`src/assert_macros.svh`:
```
// ----------------------------------------------------------------------------
// Assertion macros
// Shared concurrent assertion wrappers for the Modbus RTU receive deframer.
// ----------------------------------------------------------------------------
`ifndef ASSERT_MACROS_SVH
`define ASSERT_MACROS_SVH

// Clocked assertion, disabled while the active-low reset is asserted
`define MRX_ASSERT(name, clk, rst_n, prop) \
  name: assert property (@(posedge clk) disable iff (!rst_n) prop) \
    else $error("%m: assertion failed");

// Clocked assertion that is also checked during reset
`define MRX_ASSERT_ALWAYS(name, clk, prop) \
  name: assert property (@(posedge clk) prop) \
    else $error("%m: assertion failed");

`endif

```
`src/mrx_pkg.sv`:
```
// ----------------------------------------------------------------------------
// mrx_pkg
// Types, constants and the CRC-16 byte update for the RTU receive deframer.
// ----------------------------------------------------------------------------
package mrx_pkg;

  // Frame and register defaults
  localparam int unsigned MaxFrameDef  = 256;
  localparam int unsigned RuntLimit    = 4;
  localparam logic [15:0] SilenceReset = 16'd4;

  // Modbus CRC-16, reflected
  localparam logic [15:0] CrcInit = 16'hFFFF;
  localparam logic [15:0] CrcPoly = 16'hA001;

  // Field widths of a result item
  localparam int unsigned ByteW = 8;
  localparam int unsigned PosW  = 8;
  localparam int unsigned LenW  = 9;
  localparam int unsigned KindW = 3;
  localparam int unsigned TdataOutW = 32;

  // Result kinds
  typedef enum logic [KindW-1:0] {
    KindData     = 3'd0,
    KindGood     = 3'd1,
    KindCrcErr   = 3'd2,
    KindRunt     = 3'd3,
    KindOverflow = 3'd4
  } kind_e;

  // One result item
  typedef struct packed {
    kind_e             kind;
    logic [ByteW-1:0]  data_byte;
    logic [PosW-1:0]   position;
    logic [LenW-1:0]   frame_length;
  } res_t;

  // One byte through the CRC, LSB first
  function automatic logic [15:0] crc_update(logic [15:0] crc, logic [7:0] data);
    logic [15:0] c;
    c = crc ^ {8'h00, data};
    for (int b = 0; b < 8; b++) begin
      if (c[0]) begin
        c = (c >> 1) ^ CrcPoly;
      end else begin
        c = c >> 1;
      end
    end
    return c;
  endfunction

endpackage

```
`src/mrx_frame_ctrl.sv`:
```
// ----------------------------------------------------------------------------
// mrx_frame_ctrl
// Frame state, running CRC, byte and silence counters, result decision.
// ----------------------------------------------------------------------------
`include "assert_macros.svh"

module mrx_frame_ctrl #(
  parameter int unsigned MaxFrame = mrx_pkg::MaxFrameDef
) (
  input  logic                         clk_i,
  input  logic                         rst_ni,
  input  logic                         cfg_we_i,
  input  logic [15:0]                  cfg_data_i,
  input  logic                         fire_i,
  input  logic                         cmd_i,
  input  logic [mrx_pkg::ByteW-1:0]    byte_i,
  output logic                         res_valid_o,
  output mrx_pkg::res_t                res_o
);

  localparam int unsigned CntW = $clog2(MaxFrame + 1);

  logic [15:0]     ticks_q;
  logic            recv_q, recv_d;
  logic [15:0]     sil_q, sil_d;
  logic [CntW-1:0] cnt_q, cnt_d;
  logic [15:0]     crc_q, crc_d;
  logic            ovf_q, ovf_d;

  logic [CntW-1:0] cnt_base;
  logic [15:0]     crc_base;
  logic            ovf_base;
  logic [15:0]     sil_inc;

  // A byte while idle starts from a fresh frame
  assign cnt_base = recv_q ? cnt_q : '0;
  assign crc_base = recv_q ? crc_q : mrx_pkg::CrcInit;
  assign ovf_base = recv_q ? ovf_q : 1'b0;
  // Silence counter saturates
  assign sil_inc  = (sil_q == 16'hFFFF) ? sil_q : sil_q + 16'd1;

  // Next state and result
  always_comb begin
    recv_d      = recv_q;
    sil_d       = sil_q;
    cnt_d       = cnt_q;
    crc_d       = crc_q;
    ovf_d       = ovf_q;
    res_valid_o = 1'b0;
    res_o       = '0;
    res_o.kind  = mrx_pkg::KindData;
    if (fire_i) begin
      if (cmd_i) begin
        recv_d = 1'b1;
        sil_d  = '0;
        cnt_d  = cnt_base;
        crc_d  = crc_base;
        ovf_d  = ovf_base;
        if (cnt_base >= CntW'(MaxFrame)) begin
          // frame full: drop the byte, remember the overflow
          ovf_d = 1'b1;
        end else begin
          crc_d             = mrx_pkg::crc_update(crc_base, byte_i);
          cnt_d             = CntW'(cnt_base + 1'b1);
          res_valid_o       = 1'b1;
          res_o.data_byte   = byte_i;
          res_o.position    = mrx_pkg::PosW'(cnt_base);
        end
      end else if (recv_q) begin
        if (sil_inc >= ticks_q) begin
          // end of frame: emit status and return to idle
          res_valid_o        = 1'b1;
          res_o.frame_length = mrx_pkg::LenW'(cnt_q);
          if (ovf_q) begin
            res_o.kind = mrx_pkg::KindOverflow;
          end else if (cnt_q < CntW'(mrx_pkg::RuntLimit)) begin
            res_o.kind = mrx_pkg::KindRunt;
          end else if (crc_q == 16'h0000) begin
            res_o.kind = mrx_pkg::KindGood;
          end else begin
            res_o.kind = mrx_pkg::KindCrcErr;
          end
          recv_d = 1'b0;
          sil_d  = '0;
          cnt_d  = '0;
          crc_d  = mrx_pkg::CrcInit;
          ovf_d  = 1'b0;
        end else begin
          sil_d = sil_inc;
        end
      end
    end
  end

  // State registers
  always_ff @(posedge clk_i or negedge rst_ni) begin
    if (!rst_ni) begin
      ticks_q <= mrx_pkg::SilenceReset;
      recv_q  <= 1'b0;
      sil_q   <= '0;
      cnt_q   <= '0;
      crc_q   <= mrx_pkg::CrcInit;
      ovf_q   <= 1'b0;
    end else begin
      if (cfg_we_i) begin
        ticks_q <= cfg_data_i;
      end
      recv_q <= recv_d;
      sil_q  <= sil_d;
      cnt_q  <= cnt_d;
      crc_q  <= crc_d;
      ovf_q  <= ovf_d;
    end
  end

  // Checks
  `MRX_ASSERT(a_cnt_bound, clk_i, rst_ni, cnt_q <= CntW'(MaxFrame))
  `MRX_ASSERT(a_idle_clean, clk_i, rst_ni,
              !recv_q |-> (cnt_q == '0 && crc_q == mrx_pkg::CrcInit && !ovf_q && sil_q == '0))
  `MRX_ASSERT(a_status_ends, clk_i, rst_ni,
              (fire_i && res_valid_o && res_o.kind != mrx_pkg::KindData) |=> !recv_q)
  `MRX_ASSERT(a_data_counts, clk_i, rst_ni,
              (fire_i && res_valid_o && res_o.kind == mrx_pkg::KindData)
              |=> (recv_q && cnt_q == CntW'($past(cnt_base) + 1'b1)))

endmodule

```
`src/mrx_out_reg.sv`:
```
// ----------------------------------------------------------------------------
// mrx_out_reg
// Result register holding one item until the downstream side takes it.
// ----------------------------------------------------------------------------
module mrx_out_reg (
  input  logic          clk_i,
  input  logic          rst_ni,
  input  logic          load_i,
  input  logic          res_valid_i,
  input  mrx_pkg::res_t res_i,
  output logic          space_o,
  output logic          valid_o,
  input  logic          ready_i,
  output mrx_pkg::res_t res_o
);

  logic          valid_q;
  mrx_pkg::res_t res_q;

  // Room for a new result when empty or when the held one leaves now
  assign space_o = !valid_q || ready_i;
  assign valid_o = valid_q;
  assign res_o   = res_q;

  // Valid flag
  always_ff @(posedge clk_i or negedge rst_ni) begin
    if (!rst_ni) begin
      valid_q <= 1'b0;
    end else if (load_i) begin
      valid_q <= res_valid_i;
    end else if (ready_i) begin
      valid_q <= 1'b0;
    end
  end

  // Payload
  always_ff @(posedge clk_i) begin
    if (load_i && res_valid_i) begin
      res_q <= res_i;
    end
  end

endmodule

```
`src/modbus_rtu_rx_deframer.sv`:
```
// ----------------------------------------------------------------------------
// modbus_rtu_rx_deframer
// Modbus RTU receive deframer with running CRC-16 and silence timeout.
// ----------------------------------------------------------------------------
// Takes one item per clock while the result stream does not stall: a line byte
// (tuser = 1) or a time tick (tuser = 0). Each byte is forwarded with its frame position; when silence_ticks ticks of
// silence follow a frame, one status item (good, CRC error, runt, overflow)
// carries the frame length. Sustained rate is one item per cycle while
// m_axis_tready stays high. There is one input register, then the
// byte-wide CRC update and status decision feed the result
// register. Ticks while idle and bytes past MaxFrame give no result.
// silence_ticks may be written whenever the block is idle.
module modbus_rtu_rx_deframer #(
  parameter int unsigned MaxFrame = mrx_pkg::MaxFrameDef
) (
  input  logic                            clk_i,
  input  logic                            rst_ni,
  // configuration write
  input  logic                            cfg_valid_i,
  output logic                            cfg_ready_o,
  input  logic [15:0]                     cfg_data_i,    // silence_ticks
  // input stream
  input  logic                            s_axis_tvalid,
  output logic                            s_axis_tready,
  input  logic [7:0]                      s_axis_tdata,  // [7:0] rx_byte
  input  logic                            s_axis_tuser,  // [0] cmd
  // result stream
  output logic                            m_axis_tvalid,
  input  logic                            m_axis_tready,
  // [7:0] data_byte, [15:8] position, [24:16] frame_length, [31:25] zero
  output logic [mrx_pkg::TdataOutW-1:0]   m_axis_tdata,
  output logic [mrx_pkg::KindW-1:0]       m_axis_tuser   // [2:0] kind
);

  logic          in_valid_q;
  logic          in_cmd_q;
  logic [7:0]    in_byte_q;
  logic          out_space;
  logic          adv;
  logic          res_valid;
  mrx_pkg::res_t res;
  mrx_pkg::res_t out_res;

  assign cfg_ready_o   = 1'b1;
  assign adv           = in_valid_q && out_space;
  assign s_axis_tready = !in_valid_q || out_space;

  // Input register
  always_ff @(posedge clk_i or negedge rst_ni) begin
    if (!rst_ni) begin
      in_valid_q <= 1'b0;
    end else if (s_axis_tready) begin
      in_valid_q <= s_axis_tvalid;
    end
  end

  always_ff @(posedge clk_i) begin
    if (s_axis_tready && s_axis_tvalid) begin
      in_cmd_q  <= s_axis_tuser;
      in_byte_q <= s_axis_tdata;
    end
  end

  // Frame state and decision
  mrx_frame_ctrl #(
    .MaxFrame (MaxFrame)
  ) u_ctrl (
    .clk_i       (clk_i),
    .rst_ni      (rst_ni),
    .cfg_we_i    (cfg_valid_i && cfg_ready_o),
    .cfg_data_i  (cfg_data_i),
    .fire_i      (adv),
    .cmd_i       (in_cmd_q),
    .byte_i      (in_byte_q),
    .res_valid_o (res_valid),
    .res_o       (res)
  );

  // Result register
  mrx_out_reg u_out (
    .clk_i       (clk_i),
    .rst_ni      (rst_ni),
    .load_i      (adv),
    .res_valid_i (res_valid),
    .res_i       (res),
    .space_o     (out_space),
    .valid_o     (m_axis_tvalid),
    .ready_i     (m_axis_tready),
    .res_o       (out_res)
  );

  assign m_axis_tuser = out_res.kind;
  assign m_axis_tdata = {7'b0, out_res.frame_length, out_res.position, out_res.data_byte};

endmodule
```
`config.mk`:
```
export PLATFORM = sky130hd
export DESIGN_NAME = modbus_rtu_rx_deframer
export DESIGN_NICKNAME = d
export VERILOG_FILES = /design/src/mrx_pkg.sv /design/src/mrx_frame_ctrl.sv /design/src/mrx_out_reg.sv /design/src/modbus_rtu_rx_deframer.sv
export VERILOG_INCLUDE_DIRS = /design/src /design/src/src
export SDC_FILE = /design/constraint.sdc
export NUM_CORES = 1
export LEC_CHECK = 0
export ABC_AREA = 1
export CAP_MARGIN = 5
export CELL_PAD_IN_SITES_DETAIL_PLACEMENT = 1
export CELL_PAD_IN_SITES_GLOBAL_PLACEMENT = 1
export CORE_ASPECT_RATIO = 1.4
export CORE_MARGIN = 3
export CORE_UTILIZATION = 35
export DETAILED_ROUTE_END_ITERATION = 10
export DONT_BUFFER_PORTS = 1
export GPL_ROUTABILITY_DRIVEN = 0
export PLACE_DENSITY = 0.65
export SYNTH_ARGS = -nofsm -noshare
export SYNTH_HDL_FRONTEND = slang
export SYNTH_SLANG_ARGS = --single-unit
```
`constraint.sdc`:
```
create_clock -name clk_i -period 4.15 [get_ports clk_i]
set_clock_uncertainty 0.2 [all_clocks]
set_input_delay 0.6225 -clock clk_i [delete_from_list [all_inputs] [get_ports clk_i]]
set_output_delay 0.6225 -clock clk_i [all_outputs]
set_load 0.02 [all_outputs]
```
---- After elaboration in Yosys (flattened, before gate mapping) ----
Cells that the tools add are included.
word-level totals
  register bits ........................... 98
  latch bits .............................. 0
  RAM bits ................................ 0
  ROM bits ................................ 0
  input bits .............................. 30
  output and inout port bits .............. 38
  logic and storage cells ................. 113
  memories ................................ 0
operators by class
  add/subtract/negate cells ............... 2
  multipliers ............................. 0
  divide/modulo/power cells ............... 0
  $lt $le $gt $ge ......................... 3
  eq/ne operators ......................... 2
  shift operators ......................... 0
  multiplexer cells ....................... 61
  bitwise gates (word level) .............. 13
  reductions and logical operators ........ 17
operators by type and width
  cell                                                 count
  two-way mux 16 bit                                   38
  two-way mux 9 bit                                    5
  inverter 2 -> 3 bit                                  8
  adder 16 x 1 -> 16 bit (second input constant)       1
  == test 16 bit (second input constant)               1
  >= comparator 16 bit                                 1
  logical NOT 16 bit                                   1
  bitwise XOR 16 x 8 -> 16 bit                         1
  two-way mux 1 bit                                    15
  adder 9 x 1 -> 9 bit (second input constant)         1
  >= comparator 9 bit (second input constant)          1
  < comparator 9 x 3 -> 1 bit (second input constant)  1
  two-way mux 3 bit                                    2
  nonzero test 2 bit                                   3
  OR reduction 5 bit                                   1
  inverter 1 bit                                       4
  AND reduction 4 bit                                  1
  OR reduction 4 bit                                   1
  logical AND 1 bit                                    3
  != test 3 bit (second input constant)                1
  AND reduction 3 bit                                  1
  OR reduction 3 bit                                   1
  logical NOT 1 bit                                    2
  logical OR 1 bit                                     2
  other kinds (2)                                      2

---- Depth between registers and ports, before layout ----
Gate-level depths: netlist (run 1).
  depth after elaboration ................. 41
  depth in mapped cells ................... 25
  depth with buffers taken out ............ 24

---- By module ----
A second synthesis (run 1) with hierarchy kept.
second synthesis, totals
  cell total of the unflattened synthesis .. 606
  area total of the unflattened synthesis .. 5,287.6 um^2
modules (own cells, without submodules)
  module                  times used  cells an instance  area an instance (um^2)  seq. area each (um^2)
  mrx_frame_ctrl          1           543                4,005.1                  1,497.7
  mrx_out_reg             1           36                 892.1                    865.8
  modbus_rtu_rx_deframer  1           27                 390.4                    295.3

---- Worst setup path before layout (run 1) ----
No wires, ideal clock.
  path kind ............................... reg2reg
  start ................................... register u_ctrl.sil_q[0]
  end ..................................... register u_out.res_q (netlist bit u_out.res_o[0]) (enable)
  setup time .............................. 0.384 ns
  arrival ................................. 3.013 ns
  data required time ...................... 3.566 ns
  setup slack ............................. 0.553 ns
  stages on the path, launching flop included .. 22
  path buffers ............................ 0
  period minus slack after synthesis ...... 3.597 ns
  path through ............................ dfrtp_1 -> ha_1 -> nand3_1 -> nor2_2 -> nand2_2 -> nor2_2 -> nand2_1 -> nor3_2 -> inv_1 -> nor3_1 -> nor2_1 -> ha_1 -> nand2_1 -> inv_1 -> nand3_1 -> nor3_2 -> nand3_1 -> nand4_1 -> nand2_2 -> inv_2 -> nand2_2 -> inv_1
between the ends
  longest elaborated chain between the ends .. 8
  elaborated cells on any way between the ends .. 9
  those cells by class .................... 1 x add/sub; 1 x order compare; 1 x eq/ne; 5 x mux; 1 x reduce/logical
RTL lines
  item                                                             RTL line               RTL
  from (decl)                                                      mrx_frame_ctrl.sv:25   logic [15:0] sil_q, sil_d;
  from (signal assigned)                                           mrx_frame_ctrl.sv:109  sil_q <= sil_d;
  adder 16 x 1 -> 16 bit / == test 16 bit (equally long branches)  mrx_frame_ctrl.sv:40   assign sil_inc = (sil_q == 16'hFFFF) ? sil_q : sil_q + 16'd1;
  two-way mux 16 bit *                                             mrx_frame_ctrl.sv:40
  >= comparator 16 bit *                                           mrx_frame_ctrl.sv:70   if (sil_inc >= ticks_q) begin
  two-way mux 1 bit *                                              mrx_frame_ctrl.sv:70
  two-way mux 1 bit *                                              mrx_frame_ctrl.sv:69   end else if (recv_q) begin
  two-way mux 1 bit *                                              mrx_frame_ctrl.sv:53   if (cmd_i) begin
  two-way mux 1 bit *                                              mrx_frame_ctrl.sv:52   if (fire_i) begin
  logical AND 1 bit *                                              mrx_out_reg.sv:38      if (load_i && res_valid_i) begin
  to (signal assigned)                                             mrx_out_reg.sv:39      res_q <= res_i;
  to (decl)                                                        mrx_out_reg.sv:18      mrx_pkg::res_t res_q;
Mark *: on every way between the ends. The rest lies on a longest branch, timed or not.
A chain may end at the register's enable or synchronous reset.

---- Final worst setup path (run 1) ----
  start ................................... register u_ctrl.sil_q[0]
  end ..................................... register u_out.res_q (netlist bit u_out.res_o[22]) (enable)
Same word-level chain as after synthesis.

==> results.txt, run 1 <==
Mean post-synth cell area -> 8.72 um^2
Total Routing Usage GR -> 17.0%
Clk Latency, worst-skew pair -> 0.36 ns
Tcrit/Tclk final -> 90.7%
Power per cell area -> 563 nW/um^2
CP arrival -> 3.62 ns
Number of enable flip-flop cells after synthesis -> 37
Crit start category -> register
Final hold violations -> 0
Worst Setup Path Type -> reg -> reg
RSZ-0062 raised after global routing -> false
Flops & latches, synth -> 98
DIE WIDTH -> 109 um
Post-place setup slack -> 0.257 ns
Multi-input gate area -> 2040 um^2
PortBufs -> 0
Wire per inst -> 16.5 um
Total vias in the final route -> 3,952
Initial antenna violation count -> 1
Post-Syn Area -> 5220 um^2
Detailed Place HPWL -> 9.67 mm
Row count -> 52
Post-synthesis cell count -> 599
Share of layout cells above drive strength 1 -> 13.4%
Vias in the first global route -> 4,393
CTS tree -> built
Starting Density -> 36.0%
Post-route setup TNS -> 0 ns
Synth area leader -> edfxtp_1
Hold crit path type -> in -> reg
Wire length of the first global-routing pass -> 21.7 mm
# Max-Cap Violations -> 0
Fmax achieved -> 0.266 GHz
R2R Setup Slk -> 0.38 ns
Async set-reset flop share out of synthesis -> 62.2%
Status -> complete, no violations
Largest net degree at the start of global routing -> 62
Area share of the largest cell type after synthesis -> 21.3%
Vias/cell -> 4.98
# setup viols final -> 0
CTS sink count -> 98
Number of distinct library cells after synthesis -> 40
Storage cell area -> 2660 um^2
Synth warn -> 0
Critical Path End Type -> register
CTS clk-pin slew, worst paths -> 0.08 ns
Clock Tree Buf Depth -> 2
Peak VDD IR -> 0.000235 V
Max_slew headroom -> 40.0%
H-tree depth -> 3
Final Max Slew Viols -> 0
P&R area growth vs syn -> 10.2%
DIE AREA -> 16,400 um^2
Synth Flop Type -> dfrtp_1
Diodes inserted -> 0
Num CTS Buffers -> 9
Final layout net count -> 649
Residual DRC -> 0
Worst-margin pin slew -> 0.899 ns
Drt initial violations -> 94
Root Driver -> clkbuf_16
Die Y -> 151 um
Crit path time final -> 3.77 ns
DRT Pass-1 Iters -> 4
Critical Path Fanout Max -> 30
Grt ovf -> 0
Worst Path Required -> 4.00 ns
FILL cells -> 1,689
CORE AREA -> 14,500 um^2
Sequential fraction of the synthesis area -> 50.9%
Final worst slack -> 0.384 ns
Leakage -> 0.00267 uW
Drt total wl -> 13.1 mm
Top post-synthesis cells by area -> edfxtp_1 21%, dfrtp_1 21%, dfstp_2 8.6%
# IOs -> 68
Final ANT Viol Nets -> 0
metal layers:
layer	GRT usage [%]	routed length, um	share of wire [%]
met5	0	7	0.053
met4	7.24	413	3.2
met3	3.39	424	3.2
met2	31.0	7060	54
met1	18.8	5190	40
kinds of logic (layout without fill, tap and decap cells):
| kind of cell | after synthesis | count (layout) | synth area share, % |
|---|---|---|---|
| and+or+nand+nor | 243 | 243 | 21.1 |
| buffers and inverters | 130 | 130 | 10.4 |
| xor gates and xnor gates | 16 | 16 | 2.83 |
| adders and majority gates | 19 | 19 | 4.55 |
| DFF | 98 | 98 | 50.9 |
| muxes | 1 | 1 | 0.216 |
| other | 2 | 8 | 0.144 |
| AOI/OAI and AO/OA | 90 | 90 | 9.82 |
stage by stage:
| step | area (um^2) | total power, uW | utilization, % | hold WS, ns | instances |
|---|---|---|---|---|---|
| floorplan | 5250 | 2100 | - | 0.127 | 605 |
| global placement | 5380 | 2310 | 37.1 | 0.130 | 774 |
| detailed placement | 5380 | 2350 | 37.1 | 0.130 | 774 |
| CTS | 5730 | 3280 | 39.5 | 0.124 | 792 |
| global route | 5750 | 3480 | 39.7 | 0.147 | 794 |
| finish | 5750 | 3240 | 39.7 | 0.137 | 794 |
where the power goes:
part	switching, uW	total, uW	internal (uW)
Combinational	654	969	315
Clock	409	894	485
Sequential	139	1380	1240
cell usage after synthesis, types with 12 or more instances:
master / count
dfrtp_1: 44
xor2_1: 12
nor2_1: 48
o21ai_0: 47
nand2_2: 13
dfstp_2: 17
inv_1: 97
a21oi_1: 17
nand3_1: 40
ha_1: 19
nand2_1: 105
edfxtp_1: 37
state kept, by name (all words and copies together) (netlist names), 8 cells and up:
register	cells
in_byte_q	8
u_ctrl.crc_q	16
u_ctrl.cnt_q	9
u_ctrl.sil_q	16
u_out.res_o	28
u_ctrl.ticks_q	16
cells in the final DEF (no fill, tap or decap), drive strengths merged, types with 17 or more instances in the layout:
cell type	netlist	routed
dfstp	17	17
ha	19	19
nor2	55	55
inv	105	108
dfrtp	44	44
nand3	42	42
nand2	118	118
edfxtp	37	37
a21oi	18	18
o21ai	56	56
final timing paths:
check                                       startpoint                             to  cells past startpoint
max reg2reg                u_ctrl.sil_q[0]$_DFFE_PN0P_  u_out.res_o[22]$_SDFFCE_PP0P_                     22
min                                        cfg_valid_i  u_ctrl.ticks_q[2]$_DFFE_PN1P_                      1
max                        u_ctrl.sil_q[0]$_DFFE_PN0P_  u_out.res_o[22]$_SDFFCE_PP0P_                     22
min reg2reg                u_ctrl.crc_q[9]$_DFFE_PN1P_    u_ctrl.crc_q[9]$_DFFE_PN1P_                      2
max in group asynchronous                       rst_ni    u_ctrl.crc_q[3]$_DFFE_PN1P_                      2
min in group asynchronous                       rst_ni    u_ctrl.cnt_q[1]$_DFFE_PN0P_                      2
what timing repair did:
item                       in CTS  in global routing
gates resized for setup         0                  3
setup buffers                   0                  2
hold endpoints to repair       61                  0
hold buffers                    2                  0
setup endpoints to repair       0                 32
critical path, stage by stage (launching register included):
cell and delay (ns):
dfrtp_1 0.38, ha_1 0.22, nand3_1 0.14, nor2_2 0.16
nand2_2 0.09, nor2_2 0.15, nand2_1 0.14, nor3_2 0.16
inv_1 0.08, nor3_1 0.13, nor2_1 0.08, ha_1 0.27
nand2_1 0.08, inv_1 0.06, nand3_1 0.11, nor3_2 0.18
nand3_1 0.12, nand4_1 0.14, nand2_2 0.13, clkinv_4 0.11
nand2_2 0.05, inv_1 0.09, buf_12 0.20
final cells by class:
| cell class | count | area share, % |
|---|---|---|
| clock buffer | 9 | 3.91 |
| clock inverter | 7 | 1.61 |
| inverter | 106 | 7.05 |
| multi-input combinational | 377 | 35.5 |
| sequential | 98 | 46.2 |
| tap | 189 | 4.11 |
| timing repair buffer | 8 | 1.65 |
(Power assumes the default switching activity.)
==> run 2: changes to the inputs <==
Settings changed: CELL_PAD_IN_SITES_DETAIL_PLACEMENT 1 to unset, CELL_PAD_IN_SITES_GLOBAL_PLACEMENT 1 to unset, PLACE_DENSITY 0.65 to 0.53.
==> results.txt, run 2 (synthesis results as in run 1) <==
Detailed Place HPWL -> 8.50 mm (was 9.67 mm)
Non-filler instance count after layout -> 792 (was 794)
Number of flip-flops under the largest register name -> 28 (unchanged)
Placed cells -> 774 (unchanged)
Peak VDD IR -> 0.000203 V (was 0.000235 V)
Storage cell area -> 2660 um^2 (unchanged)
FF-to-FF End -> u_out.res_o[20]$_SDFFCE_PP0P_ (was u_out.res_o[22]$_SDFFCE_PP0P_)
Critical Path End Type -> register (unchanged)
HP Start -> cfg_valid_i (unchanged)
Worst Path Required -> 4.01 ns (was 4.00 ns)
Crit start category -> register (unchanged)
DRT Pass-1 Iters -> 5 (was 4)
Multi-input gate area -> 2040 um^2 (unchanged)
Commonest non-fill, non-tap cell in the layout -> nand2_1 (unchanged)
Root Driver -> clkbuf_16 (unchanged)
CORE AREA -> 14,500 um^2 (unchanged)
CP Cell Sequence -> ha_1 -> nand3_1 -> nor2_2 -> nand2_2 -> nor2_2 -> nand2_1 -> nor3_2 -> inv_1 -> nor3_1 -> nor2_1 -> ha_1 -> nand2_1 -> inv_1 -> nand3_1 -> nor3_2 -> nand3_1 -> nand4_1 -> nand2_2 -> inv_2 -> nand2_2 -> inv_1 -> buf_12 (was ha_1 -> nand3_1 -> nor2_2 -> nand2_2 -> nor2_2 -> nand2_1 -> nor3_2 -> inv_1 -> nor3_1 -> nor2_1 -> ha_1 -> nand2_1 -> inv_1 -> nand3_1 -> nor3_2 -> nand3_1 -> nand4_1 -> nand2_2 -> clkinv_4 -> nand2_2 -> inv_1 -> buf_12)
# IOs -> 68 (unchanged)
Num CTS Buffers -> 9 (unchanged)
DIE WIDTH -> 109 um (unchanged)
Vias/cell -> 4.82 (was 4.98)
Total Routing Usage GR -> 14.6% (was 17.0%)
Fmax achieved -> 0.270 GHz (was 0.266 GHz)
Grt ovf -> 0 (unchanged)
Largest net degree at the start of global routing -> 62 (unchanged)
Wire per inst -> 14.6 um (was 16.5 um)
Status -> complete, no violations (unchanged)
WP depth -> 22 (unchanged)
Clock Tree Buf Depth -> 2 (unchanged)
Most frequent cells in the layout -> 105 x nand2_1, 97 x inv_1, 48 x nor2_1 (unchanged)
Critical Path Max Stage Delay -> 0.37 ns (was 0.38 ns)
Post-CTS Hold Buffers -> 2 (unchanged)
Tcrit/Tclk final -> 89.2% (was 90.7%)
Max_slew headroom -> 61.2% (was 40.0%)
Slowest library cell on the worst path -> dfrtp_1 (unchanged)
Vias in the first global route -> 3,778 (was 4,393)
Hold endpoint -> u_ctrl.ticks_q[2]$_DFFE_PN1P_ (unchanged)
Worst-margin pin slew -> 0.580 ns (was 0.899 ns)
CP Launch Point -> u_ctrl.sil_q[0]$_DFFE_PN0P_ (unchanged)
Post_cts resized -> 0 (unchanged)
Depth of the worst register-to-register path -> 22 (unchanged)
Worst Path Buf+Inv -> 5 (unchanged)
Die Y -> 151 um (unchanged)
DIE AREA -> 16,400 um^2 (unchanged)
Setup bufs post-CTS -> 0 (unchanged)
Residual DRC -> 0 (unchanged)
Diodes inserted -> 0 (unchanged)
PortBufs -> 0 (unchanged)
P&R area growth vs syn -> 9.68% (was 10.2%)
R2R Setup Slk -> 0.45 ns (was 0.38 ns)
# setup viols final -> 0 (unchanged)
Initial antenna violation count -> 0 (was 1)
Critical Path Fanout Max -> 30 (unchanged)
Final Max Slew Viols -> 0 (unchanged)
Drt initial violations -> 146 (was 94)
CTS clk-pin slew, worst paths -> 0.08 ns (about the same)
CP arrival -> 3.56 ns (was 3.62 ns)
Starting Density -> 36.0% (unchanged)
Power per cell area -> 552 nW/um^2 (was 563 nW/um^2)
Drt total wl -> 11.5 mm (was 13.1 mm)
Wire length of the first global-routing pass -> 18.6 mm (was 21.7 mm)
Total vias in the final route -> 3,820 (was 3,952)
Hold Crit Depth -> 1 (unchanged)
Crit path time final -> 3.70 ns (was 3.77 ns)
FILL cells -> 1,462 (was 1,689)
CTS sink count -> 98 (unchanged)
Row count -> 52 (unchanged)
Leakage -> 0.00265 uW (was 0.00267 uW)
Worst Setup Path Type -> reg -> reg (unchanged)
RSZ-0062 raised after global routing -> false (unchanged)
Final layout net count -> 647 (was 649)
Final hold violations -> 0 (unchanged)
Cell family with most CP delay -> simple AND/OR/NAND/NOR gates (unchanged)
R2r startpoint -> u_ctrl.sil_q[0]$_DFFE_PN0P_ (unchanged)
CTS tree -> built (unchanged)
Final ANT Viol Nets -> 0 (unchanged)
# Max-Cap Violations -> 0 (unchanged)
Hold crit path type -> in -> reg (unchanged)
Share of layout cells above drive strength 1 -> 13.1% (was 13.4%)
Clk Latency, worst-skew pair -> 0.36 ns (about the same)
H-tree depth -> 3 (unchanged)
Post-route setup TNS -> 0 ns (unchanged)
## run 2: changes by cell type in the layout (fill, tap and decap cells not counted)
| cell | previous run | this run |
|---|---|---|
| bufinv_16 | 1 | 0 |
| buf_4 | 5 | 3 |
| clkinv_8 | 1 | 3 |
| inv_2 | 6 | 7 |
| clkinv_4 | 2 | 3 |
| inv_6 | 3 | 0 |
## run 2: stage by stage
step	worst slack [ns]	power [uW]	cell area, um^2	hold WS (ns)	utilization (%)
6_report	0.448	3160	5730	0.143	39.5
4_1_cts	0.470	3190	5730	0.136	39.5
3_3_place_gp	0.541	2300	5380	0.131	37.1
5_1_grt	0.0818	3380	5730	0.133	39.5
3_5_place_dp	0.481	2310	5380	0.131	37.1
2_1_floorplan	0.553	2100	5250	0.127	-
## run 2: metal layers
layer	vias to the layer above	share of wire, %	GRT usage (%)
met2	65	55	27.4
met5	-	0	0
li1	1924	-	-
met3	15	3.0	2.92
met4	0	1.9	4.87
met1	1816	40	16.3
## run 2: worst max path at each step
| stage | to | slack [ns] |
|---|---|---|
| 6_report | u_out.res_o[20]$_SDFFCE_PP0P_ | 0.45 |
| 5_1_grt | u_out.res_o[18]$_SDFFCE_PP0P_ | 0.08 |
| 2_1_floorplan | u_out.res_o[0]$_SDFFCE_PP0P_ | 0.55 |
| 4_1_cts | u_out.res_o[11]$_SDFFCE_PP0P_ | 0.47 |
| 3_5_place_dp | u_out.res_o[0]$_SDFFCE_PP0P_ | 0.48 |
| 3_3_place_gp | u_out.res_o[0]$_SDFFCE_PP0P_ | 0.54 |
## run 2: cell type report
class	instances	area share, %
flip-flops and latches	98	46.4
multi-input cells	377	35.6
inverters	106	6.99
well taps	189	4.13
clock buffers	9	3.93
clock inverters	7	1.51
repair buffers	6	1.40
## run 2: report_power, final
part | switching (uW) | internal, uW | leakage [uW]
clock network | 426 | 430 | 0.000150
logic | 618 | 312 | 0.00140
registers | 134 | 1240 | 0.00110
total | 1180 | 1980 | 0.00265
